## config.mk

```make
export PLATFORM = sky130hd
export DESIGN_NAME = cwp_hsv
export DESIGN_NICKNAME = d
export VERILOG_FILES = /design/src/rtl/cwp_pkg.sv /design/src/rtl/cwp_hsv.sv
export SDC_FILE = /design/constraint.sdc
export NUM_CORES = 1
export LEC_CHECK = 0
export ABC_AREA = 1
export BUFFER_PORTS_ARGS = -buffer_cell sky130_fd_sc_hd__buf_4
export CORE_ASPECT_RATIO = 1.1
export CORE_MARGIN = 8
export CORE_UTILIZATION = 40
export CTS_CLUSTER_DIAMETER = 100
export CTS_CLUSTER_SIZE = 25
export DETAILED_ROUTE_END_ITERATION = 16
export GPL_TIMING_DRIVEN = 0
export HOLD_SLACK_MARGIN = 0.05
export PLACE_DENSITY = 0.56
export SKIP_CTS_REPAIR_TIMING = 1
export SLEW_MARGIN = 20
export SYNTH_ARGS = -nofsm -noshare
export SYNTH_HDL_FRONTEND = slang
export SYNTH_SLANG_ARGS = --single-unit
```

## constraint.sdc

```tcl
create_clock -name clk -period 6.34 [get_ports clk]
set_input_delay 0.951 -clock clk [delete_from_list [all_inputs] [get_ports clk]]
set_output_delay 0.951 -clock clk [all_outputs]
set_load 0.02 [all_outputs]
```

## src/rtl/cwp_pkg.sv

```systemverilog
package cwp_pkg;

    localparam int COORD_WIDTH = 10;
    localparam int CORDIC_STEPS_DEF = 16;
    localparam int ATAN_ENTRIES = 24;

    localparam int DELTA_W = COORD_WIDTH + 1;
    localparam int SQ_W = 2 * COORD_WIDTH + 1;
    localparam int DIST_W = COORD_WIDTH + 1;
    localparam int FRAC_W = 16;
    localparam int SAT_W = FRAC_W + 1;
    localparam int HUE_W = 15;
    localparam int ANG_W = 24;
    localparam int XY_W = COORD_WIDTH + FRAC_W + 3;
    localparam int CFG_INDEX_W = 2;
    localparam int CHAN_W = 8;
    localparam int DEV_W = 12;
    localparam int PROD_W = 28;
    localparam int MID_W = PROD_W + 4;
    localparam int LOW_W = SAT_W + 8;

    typedef logic [COORD_WIDTH-1:0] coord_t;
    typedef logic signed [DELTA_W-1:0] delta_t;
    typedef logic signed [XY_W-1:0] xy_t;
    typedef logic signed [ANG_W-1:0] ang_t;
    typedef logic [HUE_W-1:0] hue_t;
    typedef logic [SAT_W-1:0] sat_t;
    typedef logic [CHAN_W-1:0] chan_t;

    localparam coord_t CENTER_X_RST = coord_t'(135);
    localparam coord_t CENTER_Y_RST = coord_t'(135);
    localparam coord_t RADIUS_RST = coord_t'(128);

    localparam ang_t ANG_180 = ang_t'(180 * 16384);
    localparam ang_t ANG_360 = ang_t'(360 * 16384);
    localparam hue_t HUE_FULL = hue_t'(23040);
    localparam hue_t HUE_SECTOR = hue_t'(3840);
    localparam hue_t HUE_90 = hue_t'(90 * 64);
    localparam hue_t HUE_180 = hue_t'(180 * 64);
    localparam hue_t HUE_270 = hue_t'(270 * 64);
    localparam logic [PROD_W-1:0] Y_FULL = PROD_W'(3840 * 65536);
    localparam sat_t SAT_ONE = sat_t'(65536);
    localparam chan_t CHAN_FULL = chan_t'(255);

    typedef enum logic [CFG_INDEX_W-1:0] {
        REG_CENTER_X     = 2'd0,
        REG_CENTER_Y     = 2'd1,
        REG_WHEEL_RADIUS = 2'd2
    } cfg_reg_t;

    typedef enum logic [2:0] {
        SEC_RY = 3'd0,
        SEC_YG = 3'd1,
        SEC_GC = 3'd2,
        SEC_CB = 3'd3,
        SEC_BM = 3'd4,
        SEC_MR = 3'd5
    } sector_t;

    typedef struct packed {
        coord_t touch_x;
        coord_t touch_y;
    } in_t;

    typedef struct packed {
        chan_t red;
        chan_t green;
        chan_t blue;
    } out_t;

    typedef struct packed {
        logic [SQ_W-1:0] sq;
        delta_t          dx;
        delta_t          dy;
    } sq_beat_t;

    typedef struct packed {
        logic [DIST_W-1:0] distance;
        delta_t            dx;
        delta_t            dy;
    } dist_beat_t;

    typedef struct packed {
        sat_t   sat;
        logic   in_wheel;
        delta_t dx;
        delta_t dy;
    } sat_beat_t;

    typedef struct packed {
        hue_t hue;
        sat_t sat;
        logic in_wheel;
    } hue_beat_t;

    // atan(2^-i) in 1/16384 degree
    function automatic ang_t atan_step(input int unsigned idx);
        ang_t a;
        unique case (idx)
            0:  a = ang_t'(737280);
            1:  a = ang_t'(435242);
            2:  a = ang_t'(229970);
            3:  a = ang_t'(116736);
            4:  a = ang_t'(58595);
            5:  a = ang_t'(29326);
            6:  a = ang_t'(14667);
            7:  a = ang_t'(7334);
            8:  a = ang_t'(3667);
            9:  a = ang_t'(1833);
            10: a = ang_t'(917);
            11: a = ang_t'(458);
            12: a = ang_t'(229);
            13: a = ang_t'(115);
            14: a = ang_t'(57);
            15: a = ang_t'(29);
            16: a = ang_t'(14);
            17: a = ang_t'(7);
            18: a = ang_t'(4);
            19: a = ang_t'(2);
            20: a = ang_t'(1);
            default: a = '0;
        endcase
        return a;
    endfunction

endpackage

```

## src/rtl/cwp_hsv.sv

```systemverilog
module cwp_hsv (
    input  logic                 clk,
    input  logic                 rst_n,
    input  logic                 en,
    input  logic                 in_valid,
    input  cwp_pkg::hue_beat_t   in_data,
    output logic                 out_valid,
    output cwp_pkg::out_t        out_data
);

    localparam cwp_pkg::hue_t HUE_2S = cwp_pkg::hue_t'(2 * 3840);
    localparam cwp_pkg::hue_t HUE_3S = cwp_pkg::hue_t'(3 * 3840);
    localparam cwp_pkg::hue_t HUE_4S = cwp_pkg::hue_t'(4 * 3840);
    localparam cwp_pkg::hue_t HUE_5S = cwp_pkg::hue_t'(5 * 3840);

    cwp_pkg::sector_t             sector_next;
    cwp_pkg::hue_t                f_val;
    logic [cwp_pkg::DEV_W-1:0]    dev_next;

    logic                         valid1_reg;
    cwp_pkg::sector_t             sector1_reg;
    logic [cwp_pkg::DEV_W-1:0]    dev1_reg;
    cwp_pkg::sat_t                sat1_reg;
    logic                         wheel1_reg;

    logic [cwp_pkg::SAT_W+cwp_pkg::DEV_W-1:0] prod_next;
    cwp_pkg::sat_t                inv_sat;
    logic [cwp_pkg::LOW_W-1:0]    low_prod;

    logic                         valid2_reg;
    cwp_pkg::sector_t             sector2_reg;
    logic [cwp_pkg::PROD_W-1:0]   prod2_reg;
    cwp_pkg::chan_t               low2_reg;
    logic                         wheel2_reg;

    logic [cwp_pkg::PROD_W-1:0]   y_val;
    logic [cwp_pkg::MID_W-1:0]    mid_prod;
    cwp_pkg::chan_t               mid;
    cwp_pkg::out_t                rgb_next;

    logic                         valid3_reg;
    cwp_pkg::out_t                rgb_reg;

    // sector and distance of hue from the sector edge at an odd multiple of HUE_SECTOR
    always_comb
    begin
        priority if (in_data.hue >= HUE_5S)
            sector_next = cwp_pkg::SEC_MR;
        else if (in_data.hue >= HUE_4S)
            sector_next = cwp_pkg::SEC_BM;
        else if (in_data.hue >= HUE_3S)
            sector_next = cwp_pkg::SEC_CB;
        else if (in_data.hue >= HUE_2S)
            sector_next = cwp_pkg::SEC_GC;
        else if (in_data.hue >= cwp_pkg::HUE_SECTOR)
            sector_next = cwp_pkg::SEC_YG;
        else
            sector_next = cwp_pkg::SEC_RY;

        priority if (in_data.hue >= HUE_4S)
            f_val = in_data.hue - HUE_4S;
        else if (in_data.hue >= HUE_2S)
            f_val = in_data.hue - HUE_2S;
        else
            f_val = in_data.hue;

        if (f_val >= cwp_pkg::HUE_SECTOR)
            dev_next = cwp_pkg::DEV_W'(f_val - cwp_pkg::HUE_SECTOR);
        else
            dev_next = cwp_pkg::DEV_W'(cwp_pkg::HUE_SECTOR - f_val);
    end

    assign prod_next = sat1_reg * dev1_reg;
    assign inv_sat   = cwp_pkg::SAT_ONE - sat1_reg;
    assign low_prod  = {inv_sat, 8'b0} - cwp_pkg::LOW_W'(inv_sat);

    // 255 / 3840 reduces to 17 / 256
    assign y_val    = cwp_pkg::Y_FULL - prod2_reg;
    assign mid_prod = {y_val, 4'b0} + cwp_pkg::MID_W'(y_val);
    assign mid      = mid_prod[cwp_pkg::MID_W-1 -: cwp_pkg::CHAN_W];

    always_comb
    begin
        unique case (sector2_reg)
            cwp_pkg::SEC_RY:
            begin
                rgb_next.red   = cwp_pkg::CHAN_FULL;
                rgb_next.green = mid;
                rgb_next.blue  = low2_reg;
            end
            cwp_pkg::SEC_YG:
            begin
                rgb_next.red   = mid;
                rgb_next.green = cwp_pkg::CHAN_FULL;
                rgb_next.blue  = low2_reg;
            end
            cwp_pkg::SEC_GC:
            begin
                rgb_next.red   = low2_reg;
                rgb_next.green = cwp_pkg::CHAN_FULL;
                rgb_next.blue  = mid;
            end
            cwp_pkg::SEC_CB:
            begin
                rgb_next.red   = low2_reg;
                rgb_next.green = mid;
                rgb_next.blue  = cwp_pkg::CHAN_FULL;
            end
            cwp_pkg::SEC_BM:
            begin
                rgb_next.red   = mid;
                rgb_next.green = low2_reg;
                rgb_next.blue  = cwp_pkg::CHAN_FULL;
            end
            default:
            begin
                rgb_next.red   = cwp_pkg::CHAN_FULL;
                rgb_next.green = low2_reg;
                rgb_next.blue  = mid;
            end
        endcase
        if (!wheel2_reg)
            rgb_next = '0;
    end

    always_ff @(posedge clk or negedge rst_n)
    begin
        if (!rst_n)
        begin
            valid1_reg <= 1'b0;
            valid2_reg <= 1'b0;
            valid3_reg <= 1'b0;
        end
        else if (en)
        begin
            valid1_reg <= in_valid;
            valid2_reg <= valid1_reg;
            valid3_reg <= valid2_reg;
        end
    end

    always_ff @(posedge clk)
    begin
        if (en)
        begin
            sector1_reg <= sector_next;
            dev1_reg    <= dev_next;
            sat1_reg    <= in_data.sat;
            wheel1_reg  <= in_data.in_wheel;
            sector2_reg <= sector1_reg;
            prod2_reg   <= cwp_pkg::PROD_W'(prod_next);
            low2_reg    <= low_prod[cwp_pkg::FRAC_W +: cwp_pkg::CHAN_W];
            wheel2_reg  <= wheel1_reg;
            rgb_reg     <= rgb_next;
        end
    end

    assign out_valid = valid3_reg;
    assign out_data  = rgb_reg;

endmodule

```

==> impl_metrics.tcl, run 1 <==
set metrics [dict create \
    avgSynthCellArea_um2 7.46 \
    cap_violations 0 \
    seq_area_frac_synth_pct 21.4 \
    syn_area_um2 14000 \
    drv_slew 0 \
    slew_headroom_pct 39.2 \
    grtUsageTotal_pct 17.8 \
    cts_buffer_depth 2 \
    hp-class "in -> async" \
    hpwl_um 30200 \
    grt-ovfl-total 0 \
    viasPerCell 4.94 \
    wire_per_inst_um 15.0 \
    gp_congestion 0.891 \
    yosysTopAreaCell "fa_1" \
    grt_start_max_net_pins 103 \
    worst_setup_path_start_kind "flip-flop" \
    use_met1_pct 21.9 \
    worstMarginPinSlew_ns 0.912 \
    design.die.area_um2 41200 \
    finalHoldViolations 0 \
    ctsHtreeMaxLevel 3 \
    min_period_ns 6.05 \
    wl_um 36000 \
    clock-sinks 100 \
    antenna_found_initial 0 \
    portBuffers 61 \
    root_buffer "clkbuf_16" \
    drc 0 \
    die_x_um 194 \
    fin_setup_tns_ns 0 \
    synth_fp_nets 2162 \
    netlist_instances 1872 \
    final_net_count 2230 \
    start_util_pct 40.2 \
    die_h_um 212 \
    cp-end-kind "flip-flop" \
    synth_top_cell_area_share_pct 21.3 \
    post-route-period-util_pct 95.4 \
    synth_seq_cells 100 \
    fillers 3596 \
    grt_most_used_layer "met2" \
    clock.fmax_ghz 0.165 \
    drt_iter0_markers 599 \
    synth_area_leaders "fa_1 21%, edfxtp_1 21%, nand2_1 14%, inv_1 11%, ha_1 9.3%" \
    clock_skew_ns 0.0152 \
    met2_usage_pct 32.1 \
    coreArea_um2 34800 \
    largest_reg_flops 28 \
    syn_to_final_growth_pct 9.34 \
    finalSetupViolCount 0 \
    crit_type "reg -> reg" \
    r2r_slack_ns 0.29 \
    rsz0062_at_grt "no" \
    drt_pass1_iterations 5 \
    ioPinCount 62 \
    vias 11800 \
    grt_pass1_vias 11900 \
    cts_tree "yes" \
    status "complete, no violations" \
    clk_transition_reported_paths_ns 0.07 \
    grt_pass1_wl_um 59400 \
    n_antenna_cell 0 \
    crit_arrival_ns 6.14 \
    yosysUniqueCellTypes 49 \
    cp_max_fo 10 \
    cp.required_ns 6.44 \
    placementRows 72 \
    final_layout_size_suffix_gt1_share_pct 6.32 \
    detail-route-antenna-nets 0 \
    cts_buffers 9 \
    ys.warnings.count 0 \
    use_met3_pct 1.99 \
    insertion_delay_ns 0.36 \
]
worst max-delay path: stages, from the launching register on:
cell	delay [ns]
edfxtp_1	0.34
clkbuf_1	0.36
clkbuf_1	0.48
nand2_1	0.14
fa_1	0.48
fa_1	0.58
inv_1	0.07
fa_1	0.51
fa_1	0.53
fa_1	0.45
ha_1	0.41
a21oi_1	0.29
nand2_1	0.10
a21oi_1	0.20
nand2_1	0.14
a21boi_0	0.36
o21ai_0	0.17
xor2_1	0.16
synth_stat cells, drive strengths merged:
master	count
a211oi	3
a21boi	2
a21o	9
a21oi	94
a221oi	2
a31oi	9
a41oi	1
and2	1
buf	6
clkbuf	42
clkinv	1
dfrtp	3
edfxtp	97
fa	149
ha	104
inv	414
mux2	1
nand2	516
nand3	113
nand3b	2
nand4	15
nor2	136
nor3	19
nor3b	1
nor4	4
o2111ai	1
o211ai	2
o21a	1
o21ai	49
o21bai	1
o221ai	2
o2bb2ai	1
o311ai	1
o41ai	1
or2	5
xnor2	26
xor2	38
area by class of cell:
type / count / area, um2 / share of cell area, %
Clock inverter: 5 / 60.1 / 0.393
Timing Repair Buffer: 61 / 462 / 3.02
Multi-Input combinational cell: 1309 / 9230 / 60.4
Buffer: 44 / 191 / 1.25
Clock buffer: 11 / 233 / 1.52
Sequential cell: 100 / 2990 / 19.6
Tap cell: 444 / 556 / 3.64
Inverter: 415 / 1560 / 10.2
routing by layer:
| layer | part of all wire, % | wire [um] |
|---|---|---|
| met4 | 2.9 | 1060 |
| met2 | 49 | 17700 |
| met5 | 0 | 0 |
| met1 | 45 | 16000 |
| met3 | 3.3 | 1200 |
metrics by stage:
step | worst slack (ns) | hold slack [ns] | area (um2) | cells | util, %
2_1_floorplan | 1.07 | 0.400 | 14000 | 1872 | -
3_3_place_gp | 0.103 | 0.402 | 15000 | 2377 | 43.1
3_5_place_dp | 0.121 | 0.415 | 15000 | 2377 | 43.1
4_1_cts | 0.0760 | 0.350 | 15300 | 2393 | 43.9
5_1_grt | 0.00255 | 0.351 | 15300 | 2389 | 43.9
6_report | 0.293 | 0.368 | 15300 | 2389 | 43.9
kinds of logic (layout without fill, tap and decap cells):
group / count (synthesis) / after routing / share of synthesized area [%]
DFF: 100 / 100 / 21.4
and+or+nand+nor: 812 / 812 / 24.1
xor gates and xnor gates: 64 / 64 / 4.07
buffers and inverters: 463 / 536 / 12.6
muxes: 1 / 1 / 0.0806
adders and majority gates: 253 / 253 / 30.7
AOI/OAI and AO/OA: 179 / 179 / 7.14
final timing paths:
check	startpoint	end	cells past startpoint
max in group asynchronous	rst_n	valid2_reg	1
setup reg to reg	dev1_reg[9]	prod2_reg[27]	17
hold / removal	rst_n	valid1_reg	1
hold reg to reg	sector1_reg[0]	sector2_reg[0]	0
min in group clk	sector1_reg[0]	sector2_reg[0]	0
setup / recovery	dev1_reg[9]	prod2_reg[27]	17
layout by cell type, fill, tap and decap left out, types with 5 or more instances in the layout:
| cell type | instances |
|---|---|
| nor2_2 | 6 |
| nand2_2 | 8 |
| xnor2_1 | 26 |
| inv_1 | 409 |
| nand3_1 | 109 |
| a21o_1 | 9 |
| nand4_1 | 15 |
| o21ai_0 | 49 |
| edfxtp_1 | 97 |
| nor3_1 | 18 |
| buf_4 | 61 |
| clkbuf_16 | 9 |
| a31oi_1 | 9 |
| inv_2 | 5 |
| ha_1 | 104 |
| clkbuf_1 | 32 |
| a21oi_1 | 93 |
| nand2_1 | 507 |
| fa_1 | 149 |
| xor2_1 | 37 |
| clkbuf_2 | 8 |
| nor2_1 | 128 |
Power of run 1 is left out: the tool's default activity adds up to more than one toggle a clock period on the data nets, which glitch-free logic cannot reach.
==> inputs of run 2 (changes only) <==
MAX_ROUTING_LAYER = met4   (was not set)
==> run 2 against run 1 <==
Effect of this change:
- sequential cell count did not move
- critical path depth rose by 3
- sequential share of layout area fell by 0.078 points
- wire length rose by 1.9%
- utilization rose by 0.18 points
- critical endpoint unchanged
- highest routed layer unchanged
==> impl_metrics.tcl, run 2 (synthesized netlist as in run 1, its figures left out) <==
set metrics [dict create \
    cts_tree "yes" \
    die_x_um 194 \
    wl_um 36600 \
    drc 0 \
    root_buffer "clkbuf_16" \
    antenna_found_initial 0 \
    setup_ws_ns 0.290 \
    ctsHtreeMaxLevel 3 \
    design.die.area_um2 41200 \
    whs_ns 0.361 \
    portBuffers 61 \
    insertion_delay_ns 0.36 \
    viasPerCell 4.93 \
    die_h_um 212 \
    slowest_stage "fa_1" \
    r2r_slack_ns 0.29 \
    grt_start_max_net_pins 103 \
    cpMostUsedCell "fa_1" \
    drt_pass1_iterations 7 \
    finalSetupViolCount 0 \
    hp-class "in -> async" \
    coreArea_um2 34800 \
    worstMarginPinSlew_ns 0.925 \
    finalHoldViolations 0 \
    gp_congestion 0.899 \
    hpwl_um 30600 \
    r2r_cells 20 \
    placementRows 72 \
    grt_pass1_vias 12100 \
    vias 11800 \
    rr_startpoint "dev1_reg[4]" \
    r2r_end "prod2_reg[27]" \
    cp_max_fo 10 \
    clock.fmax_ghz 0.165 \
    cp.required_ns 6.45 \
    largest_reg_flops 28 \
    clk_transition_reported_paths_ns 0.07 \
    final_cell_mix "507 x nand2_1, 409 x inv_1, 149 x fa_1" \
    clock-sinks 100 \
    crit_type "reg -> reg" \
    n_antenna_cell 0 \
    fin_setup_tns_ns 0 \
    syn_to_final_growth_pct 9.78 \
    worst_setup_path_start_kind "flip-flop" \
    crit_arrival_ns 6.16 \
    drv_slew 0 \
    rsz0062_at_grt "no" \
    cts_buffer_depth 2 \
    cap_violations 0 \
    cts_buffers 9 \
    grt-ovfl-total 0 \
    final_net_count 2233 \
    status "complete, no violations" \
    detail-route-antenna-nets 0 \
    wire_per_inst_um 15.3 \
    post-route-period-util_pct 95.4 \
    min_period_ns 6.05 \
    path_cells "clkbuf_1, clkbuf_2, nand2_1, fa_1, fa_1, fa_1, inv_1, fa_1, inv_1, fa_1, inv_1, ha_1, a21o_1, nand3_1, nand2_1, a21oi_1, nand2_1, a21boi_0, o21ai_0, xor2_1" \
    start_util_pct 40.2 \
    ioPinCount 62 \
    final_common_cell "nand2_1" \
    grt_pass1_wl_um 61100 \
    clock_skew_ns 0.00900 \
    dp_slack_ns 0.0357 \
    crit_path_max_incr_delay_ns 0.55 \
    utilization_pct 44.1 \
    drt_iter0_markers 602 \
    slew_headroom_pct 38.3 \
    grtUsageTotal_pct 18.8 \
    final_layout_size_suffix_gt1_share_pct 6.47 \
    cp-end-kind "flip-flop" \
]
run 2: changes by cell type in the layout (fill, tap and decap cells not counted):
cell        change
bufinv_16       +1
inv_8           +1
clkbuf_8        +2
clkbuf_2        +1
clkinv_2        -1
clkinvlp_4      -1
run 2: critical path: cells and delay by family, from the launching register on:
family	cells	cell delay, ns
fa+ha+maj	6	2.94
compound gates	4	0.99
buf+inv	5	0.96
simple gates	4	0.40
flops	1	0.32
xor+xnor	1	0.16
run 2: metrics by stage:
stage          cell area [um2]  std cells
2_1_floorplan            14000       1872
3_3_place_gp             15000       2377
3_5_place_dp             15000       2377
4_1_cts                  15300       2393
5_1_grt                  15300       2392
6_report                 15300       2392
run 2: routing by layer:
metal / vias up / wire [um] / share of wire, % / track usage [%]
li1: 5922 / - / - / -
met1: 5580 / 16200 / 44 / 22.5
met2: 241 / 18500 / 50 / 33.4
met3: 47 / 1240 / 3.4 / 2.14
met4: 0 / 712 / 1.9 / 4.85
met5: - / 0 / 0 / -
run 2: final cells by class:
class | instances | area (um2)
fillers | 3511 | 19400
multi-input cells | 1309 | 9230
flip-flops and latches | 100 | 2990
inverters | 415 | 1560
well taps | 444 | 556
repair buffers | 61 | 462
clock buffers | 11 | 253
plain buffers | 47 | 204
clock inverters | 5 | 88.8
run 2: worst max-delay path by stage:
stage | startpoint | end | slack (ns)
after floorplan | dev1_reg[5] | prod2_reg[27] | 1.07
after global placement | dev1_reg[4] | prod2_reg[27] | 0.04
after detailed placement | dev1_reg[4] | prod2_reg[27] | 0.04
after CTS | dev1_reg[4] | prod2_reg[27] | 0.02
after global routing | dev1_reg[7] | prod2_reg[26] | 0.001
final | dev1_reg[4] | prod2_reg[27] | 0.29
Power of run 2 is left out for the same reason.
==> inputs of run 3 (changes only) <==
CORE_UTILIZATION = 50   (was 40)
PLACE_DENSITY = 0.67   (was 0.56)
==> run 3 against run 2 <==
Effect of this change:
- register-to-register slack is essentially flat
- utilization up 11 points
- setup slack better by 0.0087 ns
- critical path type unchanged
- sequential cell count unchanged
- die area decreased by 19%
==> impl_metrics.tcl, run 3 (synthesized netlist as in run 1, its figures left out) <==
set metrics [dict create \
    hpwl_um 28700 \
    coreArea_um2 27600 \
    antenna_found_initial 0 \
    whs_ns 0.372 \
    viasPerCell 5.15 \
    placementRows 64 \
    portBuffers 61 \
    cp_max_fo 10 \
    n_antenna_cell 0 \
    vias 11900 \
    crit_buf_inv 4 \
    hp-class "in -> async" \
    detail-route-antenna-nets 0 \
    drt_iter0_markers 841 \
    cp-end-kind "flip-flop" \
    stdcell_count 2312 \
    wl_um 34900 \
    drv_slew 0 \
    finalHoldViolations 0 \
    drt_pass1_iterations 6 \
    utilization_pct 55.0 \
    setup_ws_ns 0.298 \
    ctsHtreeMaxLevel 3 \
    grt_start_max_net_pins 103 \
    syn_to_final_growth_pct 8.85 \
    worst_setup_path_start_kind "flip-flop" \
    crit_type "reg -> reg" \
    wire_per_inst_um 15.1 \
    clock_skew_ns 0.0200 \
    clock-sinks 100 \
    insertion_delay_ns 0.36 \
    gp_congestion 0.936 \
    grtUsageTotal_pct 21.9 \
    slew_headroom_pct 40.6 \
    grt_pass1_wl_um 58000 \
    design.die.area_um2 33600 \
    cts_buffer_depth 2 \
    critPathTopFamily "adder cells" \
    slowest_stage "fa_1" \
    use_met1_pct 26.3 \
    finalSetupViolCount 0 \
    die_x_um 175 \
    clk_transition_reported_paths_ns 0.08 \
    final_net_count 2234 \
    multi_input_area_um2 9230 \
    path_cells "clkbuf_1, nand2_1, fa_1, inv_1, fa_1, fa_1, fa_1, inv_1, fa_1, inv_1, ha_1, a21oi_1, o21ai_0, a21oi_1, nand3_1, a21boi_0, o21ai_0, xor2_1" \
    ioPinCount 62 \
    crit_path_max_incr_delay_ns 0.58 \
    cpMostUsedCell "fa_1" \
    grt-ovfl-total 0 \
    min_period_ns 6.04 \
    grt_pass1_vias 11900 \
    grt_most_used_layer "met2" \
    post-route-period-util_pct 95.3 \
    die_h_um 191 \
    cts_tree "yes" \
    final_cell_mix "507 x nand2_1, 409 x inv_1, 149 x fa_1" \
    cts_buffers 9 \
    largest_reg_flops 28 \
    dp_cells 2296 \
    ff_latch_area_um2 2990 \
    dp_slack_ns 0.230 \
    cp.required_ns 6.43 \
    start_util_pct 50.6 \
    final_layout_size_suffix_gt1_share_pct 6.31 \
    status "complete, no violations" \
    final_common_cell "nand2_1" \
    rsz0062_at_grt "yes" \
    clock.fmax_ghz 0.166 \
    drc 0 \
    cap_violations 0 \
    fillers 2651 \
    crit_arrival_ns 6.13 \
    root_buffer "clkbuf_16" \
    worstMarginPinSlew_ns 0.891 \
    use_met3_pct 2.17 \
    met2_usage_pct 37.7 \
]
## run 3: cell count changes in the layout (fill, tap and decap cells not counted)
cell / delta
clkinv_4: +1
inv_6: -1
clkinv_8: +1
bufinv_16: -1
clkbuf_8: -2
clkinvlp_4: +1
clkbuf_1: +4
clkbuf_2: -2
## run 3: worst paths after layout
check / cells past startpoint / slack (ns) / from / end
worst min-delay path: 1 / 0.37 / rst_n / valid2_reg
worst max register to register: 18 / 0.30 / sat1_reg[7] / prod2_reg[26]
worst max-delay path: 18 / 0.30 / sat1_reg[7] / prod2_reg[26]
max in group asynchronous: 1 / 5.88 / rst_n / out_valid
worst min register to register: 0 / 0.43 / wheel1_reg / wheel2_reg
min in group clk: 0 / 0.43 / wheel1_reg / wheel2_reg
## run 3: per-stage QoR
step	instance area (um2)	setup TNS, ns
CTS	15200	0
detailed placement	14900	0
global route	15200	-0.0315
floorplan	14000	0
global placement	14900	0
finish	15200	0
## run 3: area by class of cell
type	instances	share of cell area, %
multi-input cells	1309	60.7
flip-flops and latches	100	19.6
inverters	415	10.2
repair buffers	61	3.04
well taps	363	2.99
clock buffers	10	1.51
plain buffers	48	1.35
clock inverters	6	0.543
## run 3: routing by layer
| layer | vias to the layer above | part of all wire [%] |
|---|---|---|
| met5 | - | 0 |
| met4 | 0 | 3.7 |
| met3 | 72 | 3.9 |
| met2 | 296 | 50 |
| met1 | 5615 | 43 |
| li1 | 5922 | - |
Power of run 3 is left out for the same reason.
